**src/design/cor_pkg.sv**
```systemverilog
// Shared types, constants and point-order functions of the circle outline rasterizer.
package cor_pkg;

  localparam int REG_W   = 13;
  localparam int COLOR_W = 24;
  localparam int INDEX_W = 24;
  localparam int PT_W    = 3;

  localparam logic [REG_W-1:0] FRAME_W_RST = 13'd640;
  localparam logic [REG_W-1:0] FRAME_H_RST = 13'd480;

  // Configuration register indexes
  localparam logic CFG_FRAME_WIDTH  = 1'b0;
  localparam logic CFG_FRAME_HEIGHT = 1'b1;

  // Command codes
  localparam logic CMD_START = 1'b0;
  localparam logic CMD_STEP  = 1'b1;

  typedef enum logic [1:0] {
    JOB_START,
    JOB_STEP,
    JOB_IDLE
  } job_kind_e;

  typedef struct packed {
    job_kind_e kind;
    logic      finished;
  } job_ctl_t;

  typedef struct packed {
    logic visible;
    logic last;
    logic finished;
  } pt_ctl_t;

  typedef struct packed {
    logic swap;
    logic neg_x;
    logic neg_y;
  } pt_sel_t;

  // Index of the final point of a job
  function automatic logic [PT_W-1:0] last_point(job_kind_e kind);
    logic [PT_W-1:0] n;
    case (kind)
      JOB_START: n = 3'd3;
      JOB_STEP:  n = 3'd7;
      default:   n = 3'd0;
    endcase
    return n;
  endfunction

  // Octant mapping of point k; the start job takes the left axis point as fourth
  function automatic pt_sel_t point_sel(job_kind_e kind, logic [PT_W-1:0] k);
    pt_sel_t s;
    s.swap  = k[0];
    s.neg_y = k[1];
    s.neg_x = k[2];
    if (kind == JOB_START && k == 3'd3) begin
      s.swap  = 1'b1;
      s.neg_x = 1'b1;
      s.neg_y = 1'b0;
    end
    return s;
  endfunction

endpackage

```
**src/design/cor_ctrl.sv**
```systemverilog
// Circle state and at most one Bresenham circle decision update per accepted transaction.
module cor_ctrl #(
  parameter int COORD_BITS = 12
) (
  input  logic                     clk_i,
  input  logic                     rst_ni,
  input  logic                     accept_i,
  input  logic                     cmd_i,
  input  logic [COORD_BITS-1:0]    center_x_i,
  input  logic [COORD_BITS-1:0]    center_y_i,
  input  logic [COORD_BITS-1:0]    radius_i,
  input  logic [cor_pkg::COLOR_W-1:0] color_i,
  output cor_pkg::job_ctl_t        job_ctl_o,
  output logic [COORD_BITS-1:0]    job_cx_o,
  output logic [COORD_BITS-1:0]    job_cy_o,
  output logic [COORD_BITS:0]      job_u_o,
  output logic [COORD_BITS:0]      job_v_o,
  output logic [cor_pkg::COLOR_W-1:0] job_color_o
);
  import cor_pkg::*;

  localparam int SW = COORD_BITS + 1;
  localparam int DW = COORD_BITS + 8;

  logic [COORD_BITS-1:0] ctr_x_q, ctr_x_d, ctr_y_q, ctr_y_d;
  logic [COLOR_W-1:0]    pen_color_q, pen_color_d;
  logic [SW-1:0]         step_x_q, step_x_d, step_y_q, step_y_d;
  logic [DW-1:0]         decision_q, decision_d;
  logic                  done_q, done_d;
  job_kind_e             kind;
  logic [DW-1:0]         xs, ys;
  logic                  dec_pos;

  assign xs      = DW'(step_x_q);
  assign ys      = DW'(step_y_q);
  assign dec_pos = !decision_q[DW-1] && (decision_q != '0);

  // Next circle state for the incoming transaction
  always_comb begin
    ctr_x_d     = ctr_x_q;
    ctr_y_d     = ctr_y_q;
    pen_color_d = pen_color_q;
    step_x_d    = step_x_q;
    step_y_d    = step_y_q;
    decision_d  = decision_q;
    done_d      = done_q;
    kind        = JOB_IDLE;
    if (cmd_i == CMD_START) begin
      ctr_x_d     = center_x_i;
      ctr_y_d     = center_y_i;
      pen_color_d = color_i;
      step_x_d    = '0;
      step_y_d    = SW'(radius_i);
      decision_d  = DW'(3) - (DW'(radius_i) << 1);
      done_d      = (radius_i == '0);
      kind        = JOB_START;
    end else if (done_q || (step_x_q > step_y_q)) begin
      done_d = 1'b1;
      kind   = JOB_IDLE;
    end else begin
      if (dec_pos) begin
        decision_d = decision_q + ((xs - ys) << 2) + DW'(10);
        step_y_d   = step_y_q - SW'(1);
      end else begin
        decision_d = decision_q + (xs << 2) + DW'(6);
      end
      step_x_d = step_x_q + SW'(1);
      done_d   = step_x_d > step_y_d;
      kind     = JOB_STEP;
    end
  end

  // Hand the updated state to the point walker
  always_comb begin
    job_ctl_o.kind     = kind;
    job_ctl_o.finished = done_d;
    job_cx_o           = ctr_x_d;
    job_cy_o           = ctr_y_d;
    job_u_o            = step_x_d;
    job_v_o            = step_y_d;
    job_color_o        = pen_color_d;
  end

  // Commit state on accept
  always_ff @(posedge clk_i or negedge rst_ni) begin
    if (!rst_ni) begin
      ctr_x_q     <= '0;
      ctr_y_q     <= '0;
      pen_color_q <= '0;
      step_x_q    <= '0;
      step_y_q    <= '0;
      decision_q  <= '0;
      done_q      <= 1'b1;
    end else if (accept_i) begin
      ctr_x_q     <= ctr_x_d;
      ctr_y_q     <= ctr_y_d;
      pen_color_q <= pen_color_d;
      step_x_q    <= step_x_d;
      step_y_q    <= step_y_d;
      decision_q  <= decision_d;
      done_q      <= done_d;
    end
  end

endmodule

```
**src/design/cor_walk.sv**
```systemverilog
// Job register and point walker: one octant point per cycle while the point register can take it, offset and clipped.
module cor_walk #(
  parameter int COORD_BITS = 12
) (
  input  logic                        clk_i,
  input  logic                        rst_ni,
  input  logic                        accept_i,
  input  cor_pkg::job_ctl_t           job_ctl_i,
  input  logic [COORD_BITS-1:0]       job_cx_i,
  input  logic [COORD_BITS-1:0]       job_cy_i,
  input  logic [COORD_BITS:0]         job_u_i,
  input  logic [COORD_BITS:0]         job_v_i,
  input  logic [cor_pkg::COLOR_W-1:0] job_color_i,
  input  logic [cor_pkg::REG_W-1:0]   frame_w_i,
  input  logic [cor_pkg::REG_W-1:0]   frame_h_i,
  input  logic                        out_free_i,
  output logic                        job_free_o,
  output logic                        pt_valid_o,
  output cor_pkg::pt_ctl_t            pt_ctl_o,
  output logic [COORD_BITS:0]         pt_x_o,
  output logic [COORD_BITS:0]         pt_y_o,
  output logic [cor_pkg::COLOR_W-1:0] pt_color_o
);
  import cor_pkg::*;

  localparam int CW   = COORD_BITS + 2;
  localparam int CMPW = (COORD_BITS + 1 > REG_W) ? COORD_BITS + 1 : REG_W;

  logic                  job_valid_q;
  job_ctl_t              job_ctl_q;
  logic [COORD_BITS-1:0] cx_q, cy_q;
  logic [COORD_BITS:0]   u_q, v_q;
  logic [COLOR_W-1:0]    color_q;
  logic [PT_W-1:0]       idx_q;

  logic                  pt_valid_q;
  pt_ctl_t               pt_ctl_q, pt_ctl_d;
  logic [COORD_BITS:0]   pt_x_q, pt_y_q;
  logic [COLOR_W-1:0]    pt_color_q, pt_color_d;

  logic                  pt_free, emit, last_pt;
  pt_sel_t               sel;
  logic [CW-1:0]         off_x, off_y, px, py;
  logic                  in_frame;

  assign pt_free    = !pt_valid_q || out_free_i;
  assign emit       = job_valid_q && pt_free;
  assign last_pt    = (idx_q == last_point(job_ctl_q.kind));
  assign job_free_o = !job_valid_q || (emit && last_pt);

  // Hold the job and advance the point counter
  always_ff @(posedge clk_i or negedge rst_ni) begin
    if (!rst_ni) begin
      job_valid_q <= 1'b0;
      idx_q       <= '0;
    end else if (accept_i) begin
      job_valid_q <= 1'b1;
      idx_q       <= '0;
    end else if (emit && last_pt) begin
      job_valid_q <= 1'b0;
    end else if (emit) begin
      idx_q <= idx_q + PT_W'(1);
    end
  end

  always_ff @(posedge clk_i) begin
    if (accept_i) begin
      job_ctl_q <= job_ctl_i;
      cx_q      <= job_cx_i;
      cy_q      <= job_cy_i;
      u_q       <= job_u_i;
      v_q       <= job_v_i;
      color_q   <= job_color_i;
    end
  end

  // Place the current point and clip it to the frame
  always_comb begin
    sel   = point_sel(job_ctl_q.kind, idx_q);
    off_x = CW'(sel.swap ? v_q : u_q);
    off_y = CW'(sel.swap ? u_q : v_q);
    px    = sel.neg_x ? (CW'(cx_q) - off_x) : (CW'(cx_q) + off_x);
    py    = sel.neg_y ? (CW'(cy_q) - off_y) : (CW'(cy_q) + off_y);
    in_frame = !px[CW-1] && !py[CW-1]
             && (CMPW'(px[CW-2:0]) < CMPW'(frame_w_i))
             && (CMPW'(py[CW-2:0]) < CMPW'(frame_h_i));
    pt_ctl_d.visible  = in_frame && (job_ctl_q.kind != JOB_IDLE);
    pt_ctl_d.last     = last_pt;
    pt_ctl_d.finished = job_ctl_q.finished;
    pt_color_d        = pt_ctl_d.visible ? color_q : '0;
  end

  // Point register between walker and pixel stage
  always_ff @(posedge clk_i or negedge rst_ni) begin
    if (!rst_ni) begin
      pt_valid_q <= 1'b0;
    end else if (pt_free) begin
      pt_valid_q <= emit;
    end
  end

  always_ff @(posedge clk_i) begin
    if (emit) begin
      pt_ctl_q   <= pt_ctl_d;
      pt_x_q     <= px[CW-2:0];
      pt_y_q     <= py[CW-2:0];
      pt_color_q <= pt_color_d;
    end
  end

  assign pt_valid_o = pt_valid_q;
  assign pt_ctl_o   = pt_ctl_q;
  assign pt_x_o     = pt_x_q;
  assign pt_y_o     = pt_y_q;
  assign pt_color_o = pt_color_q;

endmodule

```
**src/design/cor_pixel.sv**
```systemverilog
// Pixel stage: linear index width*y+x and the output register.
module cor_pixel #(
  parameter int COORD_BITS = 12
) (
  input  logic                        clk_i,
  input  logic                        rst_ni,
  input  logic                        pt_valid_i,
  input  cor_pkg::pt_ctl_t            pt_ctl_i,
  input  logic [COORD_BITS:0]         pt_x_i,
  input  logic [COORD_BITS:0]         pt_y_i,
  input  logic [cor_pkg::COLOR_W-1:0] pt_color_i,
  input  logic [cor_pkg::REG_W-1:0]   frame_w_i,
  input  logic                        out_stall_i,
  output logic                        out_free_o,
  output logic                        out_valid_o,
  output logic                        visible_o,
  output logic [cor_pkg::INDEX_W-1:0] pixel_index_o,
  output logic [cor_pkg::COLOR_W-1:0] pixel_value_o,
  output logic                        last_o,
  output logic                        finished_o
);
  import cor_pkg::*;

  localparam int MW = (COORD_BITS + 1 + REG_W > INDEX_W) ? COORD_BITS + 1 + REG_W : INDEX_W;

  logic               out_valid_q;
  pt_ctl_t            ctl_q;
  logic [INDEX_W-1:0] index_q, index_d;
  logic [COLOR_W-1:0] value_q;
  logic [MW-1:0]      lin;

  assign out_free_o = !out_valid_q || !out_stall_i;

  // Row-major offset, wrapped to the index width
  always_comb begin
    lin     = (MW'(frame_w_i) * MW'(pt_y_i)) + MW'(pt_x_i);
    index_d = pt_ctl_i.visible ? lin[INDEX_W-1:0] : '0;
  end

  always_ff @(posedge clk_i or negedge rst_ni) begin
    if (!rst_ni) begin
      out_valid_q <= 1'b0;
    end else if (out_free_o) begin
      out_valid_q <= pt_valid_i;
    end
  end

  always_ff @(posedge clk_i) begin
    if (out_free_o && pt_valid_i) begin
      ctl_q   <= pt_ctl_i;
      index_q <= index_d;
      value_q <= pt_color_i;
    end
  end

  assign out_valid_o   = out_valid_q;
  assign visible_o     = ctl_q.visible;
  assign pixel_index_o = index_q;
  assign pixel_value_o = value_q;
  assign last_o        = ctl_q.last;
  assign finished_o    = ctl_q.finished;

endmodule

```
**src/design/circle_outline_rasterizer.sv**
```systemverilog
// Path: job register, point register, output register. Throughput: one result per
// cycle from the point walker while the output is not stalled; a start gives 4 points,
// a step 8, a step on a finished circle 1; the next transaction is taken in the cycle
// its predecessor's last point leaves the job register.
// Reset: frame 640 x 480, no circle pending, so steps report finished; pipeline empty.
module circle_outline_rasterizer #(
  parameter int COORD_BITS = 12
) (
  input  logic                        clk_i,
  input  logic                        rst_ni,
  input  logic                        cfg_we_i,
  input  logic                        cfg_idx_i,
  input  logic [cor_pkg::REG_W-1:0]   cfg_data_i,
  input  logic                        in_valid_i,
  output logic                        in_stall_o,
  input  logic                        cmd_i,
  input  logic [COORD_BITS-1:0]       center_x_i,
  input  logic [COORD_BITS-1:0]       center_y_i,
  input  logic [COORD_BITS-1:0]       radius_i,
  input  logic [cor_pkg::COLOR_W-1:0] color_i,
  output logic                        out_valid_o,
  input  logic                        out_stall_i,
  output logic                        visible_o,
  output logic [cor_pkg::INDEX_W-1:0] pixel_index_o,
  output logic [cor_pkg::COLOR_W-1:0] pixel_value_o,
  output logic                        last_o,
  output logic                        finished_o
);
  import cor_pkg::*;

  logic [REG_W-1:0]      frame_w_q, frame_h_q;
  logic                  accept, job_free, out_free, pt_valid;
  job_ctl_t              job_ctl;
  logic [COORD_BITS-1:0] job_cx, job_cy;
  logic [COORD_BITS:0]   job_u, job_v, pt_x, pt_y;
  logic [COLOR_W-1:0]    job_color, pt_color;
  pt_ctl_t               pt_ctl;

  // Frame size registers
  always_ff @(posedge clk_i or negedge rst_ni) begin
    if (!rst_ni) begin
      frame_w_q <= FRAME_W_RST;
      frame_h_q <= FRAME_H_RST;
    end else if (cfg_we_i) begin
      case (cfg_idx_i)
        CFG_FRAME_WIDTH:  frame_w_q <= cfg_data_i;
        CFG_FRAME_HEIGHT: frame_h_q <= cfg_data_i;
        default:          frame_w_q <= frame_w_q;
      endcase
    end
  end

  // Take a transaction once the job register frees up
  assign in_stall_o = !job_free;
  assign accept     = in_valid_i && job_free;

  cor_ctrl #(.COORD_BITS(COORD_BITS)) u_ctrl (
    .clk_i       (clk_i),
    .rst_ni      (rst_ni),
    .accept_i    (accept),
    .cmd_i       (cmd_i),
    .center_x_i  (center_x_i),
    .center_y_i  (center_y_i),
    .radius_i    (radius_i),
    .color_i     (color_i),
    .job_ctl_o   (job_ctl),
    .job_cx_o    (job_cx),
    .job_cy_o    (job_cy),
    .job_u_o     (job_u),
    .job_v_o     (job_v),
    .job_color_o (job_color)
  );

  cor_walk #(.COORD_BITS(COORD_BITS)) u_walk (
    .clk_i       (clk_i),
    .rst_ni      (rst_ni),
    .accept_i    (accept),
    .job_ctl_i   (job_ctl),
    .job_cx_i    (job_cx),
    .job_cy_i    (job_cy),
    .job_u_i     (job_u),
    .job_v_i     (job_v),
    .job_color_i (job_color),
    .frame_w_i   (frame_w_q),
    .frame_h_i   (frame_h_q),
    .out_free_i  (out_free),
    .job_free_o  (job_free),
    .pt_valid_o  (pt_valid),
    .pt_ctl_o    (pt_ctl),
    .pt_x_o      (pt_x),
    .pt_y_o      (pt_y),
    .pt_color_o  (pt_color)
  );

  cor_pixel #(.COORD_BITS(COORD_BITS)) u_pixel (
    .clk_i         (clk_i),
    .rst_ni        (rst_ni),
    .pt_valid_i    (pt_valid),
    .pt_ctl_i      (pt_ctl),
    .pt_x_i        (pt_x),
    .pt_y_i        (pt_y),
    .pt_color_i    (pt_color),
    .frame_w_i     (frame_w_q),
    .out_stall_i   (out_stall_i),
    .out_free_o    (out_free),
    .out_valid_o   (out_valid_o),
    .visible_o     (visible_o),
    .pixel_index_o (pixel_index_o),
    .pixel_value_o (pixel_value_o),
    .last_o        (last_o),
    .finished_o    (finished_o)
  );

endmodule
```
**config.mk**
```make
export PLATFORM = sky130hd
export DESIGN_NAME = circle_outline_rasterizer
export DESIGN_NICKNAME = d
export VERILOG_FILES = /design/src/design/cor_pkg.sv /design/src/design/cor_ctrl.sv /design/src/design/cor_walk.sv /design/src/design/cor_pixel.sv /design/src/design/circle_outline_rasterizer.sv
export SDC_FILE = /design/constraint.sdc
export NUM_CORES = 1
export LEC_CHECK = 0
export BUFFER_PORTS_ARGS = -buffer_cell sky130_fd_sc_hd__buf_2
export CAP_MARGIN = 20
export CORE_MARGIN = 10
export CORE_UTILIZATION = 40
export CTS_BUF_LIST = sky130_fd_sc_hd__clkbuf_2
export DETAILED_ROUTE_END_ITERATION = 10
export MAX_ROUTING_LAYER = met4
export PLACE_DENSITY = 0.64
export REMOVE_ABC_BUFFERS = 1
export SLEW_MARGIN = 20
export SYNTH_ARGS = -nofsm -noshare
export SYNTH_HDL_FRONTEND = slang
export SYNTH_HIERARCHICAL = 1
export SYNTH_SLANG_ARGS = --single-unit
```
**constraint.sdc**
```tcl
create_clock -name clk_i -period 6.2 [get_ports clk_i]
set_clock_uncertainty 0.15 [all_clocks]
set_input_delay 0.93 -clock clk_i [delete_from_list [all_inputs] [get_ports clk_i]]
set_output_delay 0.93 -clock clk_i [all_outputs]
set_load 0.03 [all_outputs]
```
==> results by group <==
Die
  • Die height: 270 um
  • I/O pin count: 133
  • Std-Cell Rows: 91
  • Initial Util: 40.4%
  • Die ar.: 72800 sq um
  • Chip width: 270 um
  • Core Area: 61700 sq um

CTS
  • CTS tree: done
  • CTS buffer count: 87
  • Clock sinks: 308
  • H-Tree Depth: 3
  • Maximum root-to-sink buffer count: 3
  • Reg clk slew, reported paths: 0.10 ns
  • Clk Latency, worst-skew pair: 1.09 ns
  • Root buffer cell: clkbuf_2

STA
  • Final Critical Period: 6.08 ns
  • Fmax achieved: 165 MHz
  • Worst-Margin Slew: 1.01 ns
  • Hold slack: 0.156 ns
  • Fin Setup TNS: 0 ns
  • Fin crit share: 98.0%
  • Slew Limit Fails: 0
  • Final hold violation count: 0
  • Relative slew margins: 32.4%
  • Setup Viol. Count Final: 0

Layout
  • Share of layout cells above drive strength 1: 22.3%
  • Post-Route Utilization: 46.7%
  • Most frequent cells in the layout: inv_1 (283), ha_1 (213), nand2_1 (185)
  • Nets: 3154
  • Post-route cell area: 28800 sq um
  • Area Growth Syn to Fin: 15.6%
  • Filler cell count: 5833
  • Most common cell after layout, fill and taps aside: inv_1

Synthesis
  • Mean Syn Cell Area: 10.3 sq um
  • Sequential area share after synthesis: 34.6%
  • FFs w/ async S/R, synth: 41.2%
  • #FFs+latches synth: 308
  • Synth unique cells: 93
  • Post-synth top area cell: edfxtp_1
  • Most used DFF post-synth: edfxtp_1
  • Post-Syn Area: 24900 sq um
  • Top cells by area, synth: edfxtp_1 (22%), dfrtp_1 (12%), ha_1 (11%)
  • Synth warn: 6
  • Synth top area share: 21.8%
  • Post-synth EDFFs: 181
  • Post-Syn Instances: 2422

Drt
  • Drt pass-1 iters: 5
  • M1 WL: 30.2 mm
  • Highest metal used: met4
  • WL met3: 3.10 mm
  • Number of remaining DRC errors: 0
  • Routed Antenna Nets: 0
  • WL/cell: 19.1 um
  • Via Count: 19.1k
  • Met2 WL: 34.2 mm
  • Vias per cell: 5.26
  • Iter 0 DRT Violations: 1318
  • Wirelength, routed: 69.1 mm

Global routing
  • Vias in the first global route: 19.8k
  • First-pass GRT wire length: 109 mm
  • GRT overflow: 0
  • Total track usage: 19.1%
  • Largest net degree at the start of global routing: 87
  • Antenna violations before repair: 2

Place
  • GPL Wtd Cong: 0.952
  • Dpl hpwl: 51.6 mm
  • PortBufs: 132
  • Placed Area: 26900 sq um

Critical path
  • Cell family with most CP delay: adder cells
  • Crit path DAT: 6.71 ns
  • Worst Path Class, Setup: flop to flop
  • Crit. End Element: flop
  • Crit-path max cell delay: 0.73 ns
  • Crit-path cells: buf_4 -> nand2_1 -> fa_1 -> inv_1 -> fa_1 -> inv_1 -> fa_1 -> fa_1 -> inv_1 -> fa_1 -> ha_1 -> ha_1 -> and4_1 -> and2_1 -> a22oi_2 -> o311ai_4 -> o311ai_4 -> mux2i_1 -> o311ai_1
  • Slowest cell on crit path: dfstp_4
  • CP max FO: 13
  • Required time worst endpoint: 6.83 ns
  • CP Buf/Inv Count: 4
  • Cells on worst reg2reg path: 19
  • Critical Path Most Common Cell: fa_1
  • CP Launch Type: flop
  • Crit. path cell count: 19

Min path
  • Worst Hold Class: primary input to flop
  • Worst Hold Depth: 4

Run
  • Maxcap violations: 0

Run status
  • Outcome: completed
==> metal layers <==
metal	up-vias	GRT usage (%)
li1	9082	-
met1	9360	23.5
met2	531	31.8
met3	128	2.82
met4	0	6.33
met5	-	-
==> what timing repair did <==
item	in CTS	in global routing
setup buffers	0	15
hold buffers	66	0
resized for setup	0	69
endpoints found under the hold margin	201	0
setup endpoints to repair	0	33
==> registers in the layout, summed over array words and instances, names as in the netlist, 20 cells and up <==
register	count
u_ctrl/pen_color_q	24
u_pixel/pixel_value_o	24
u_walk/color_q	24
u_pixel/pixel_index_o	24
u_walk/pt_color_o	24
u_ctrl/decision_q	20
==> area by class of cell <==
cell class              count  area (sq um)  share of cell area (%)
well taps                 837          1050                    3.63
clock buffers             129           646                    2.24
multi-input cells        1736         15100                    52.4
repair buffers            300          2140                    7.42
flip-flops and latches    308          8630                    29.9
diodes                      2          5.00                  0.0174
clock inverters            31           178                   0.616
inverters                 286          1070                    3.72
==> worst min-delay path: cells and delay by family <==
family | cells | cell delay (ns)
AOI/OAI and AO/OA | 2 | 0.21
buffers and inverters | 2 | 0.20
==> Yosys cell counts (all sizes together) (7+ instances only) <==
master  count
nand2b     21
nor2      121
nor2b      12
or4        11
edfxtp    181
inv       284
or3        17
dfstp       7
a21oi     117
a21o       32
a22o        8
a21boi      9
and3       11
clkbuf     67
and4        8
mux2      122
o21ai      99
nor4       18
o211ai     11
o21a       25
fa        134
xnor2      99
a31oi      11
o21bai     12
xor2       45
buf        25
nand3      29
a211oi     42
ha        221
nand4       9
and2      119
o22ai      21
mux2i      34
nand2     193
o311ai      8
dfrtp     120
nor3       33
o31ai      15
==> path summary, 6_finish.rpt <==
kind	startpoint	endpoint	slack, ns
min in group asynchronous	rst_ni	u_ctrl/step_x_q[12]$_DFFE_PN0P_	0.39
worst min register to register	u_walk/pt_color_o[20]$_SDFFCE_PN0P_	u_pixel/pixel_value_o[20]$_DFFE_PP_	0.25
worst max register to register	frame_w_q[9]$_DFFE_PN1P_	u_pixel/pixel_index_o[22]$_SDFFCE_PN0P_	0.12
worst min-delay path	radius_i[11]	u_ctrl/step_y_q[11]$_DFFE_PN0P_	0.16
max in group asynchronous	rst_ni	frame_w_q[12]$_DFFE_PN0P_	4.29
worst max-delay path	frame_w_q[9]$_DFFE_PN1P_	u_pixel/pixel_index_o[22]$_SDFFCE_PN0P_	0.12
==> metrics by stage <==
stage | worst slack [ns] | cells
after floorplan | -0.715 | 2330
after global placement | 0.115 | 3386
after detailed placement | -0.00367 | 3386
after CTS | 0.0159 | 3612
after global routing | -0.0736 | 3629
final | 0.124 | 3629
==> cells by family after synthesis <==
logic type / share of synthesized area [%]
AND/OR/NAND/NOR: 12.6
AO/OA/AOI/OAI: 12.9
buffers and inverters: 5.96
adder cells (fa/ha/maj): 21.8
flip-flops: 34.6
multiplexers: 7.02
XOR/XNOR: 5.06
Power is left out: the tool's default activity adds up to more than one toggle a clock period on the data nets, which glitch-free logic cannot reach.
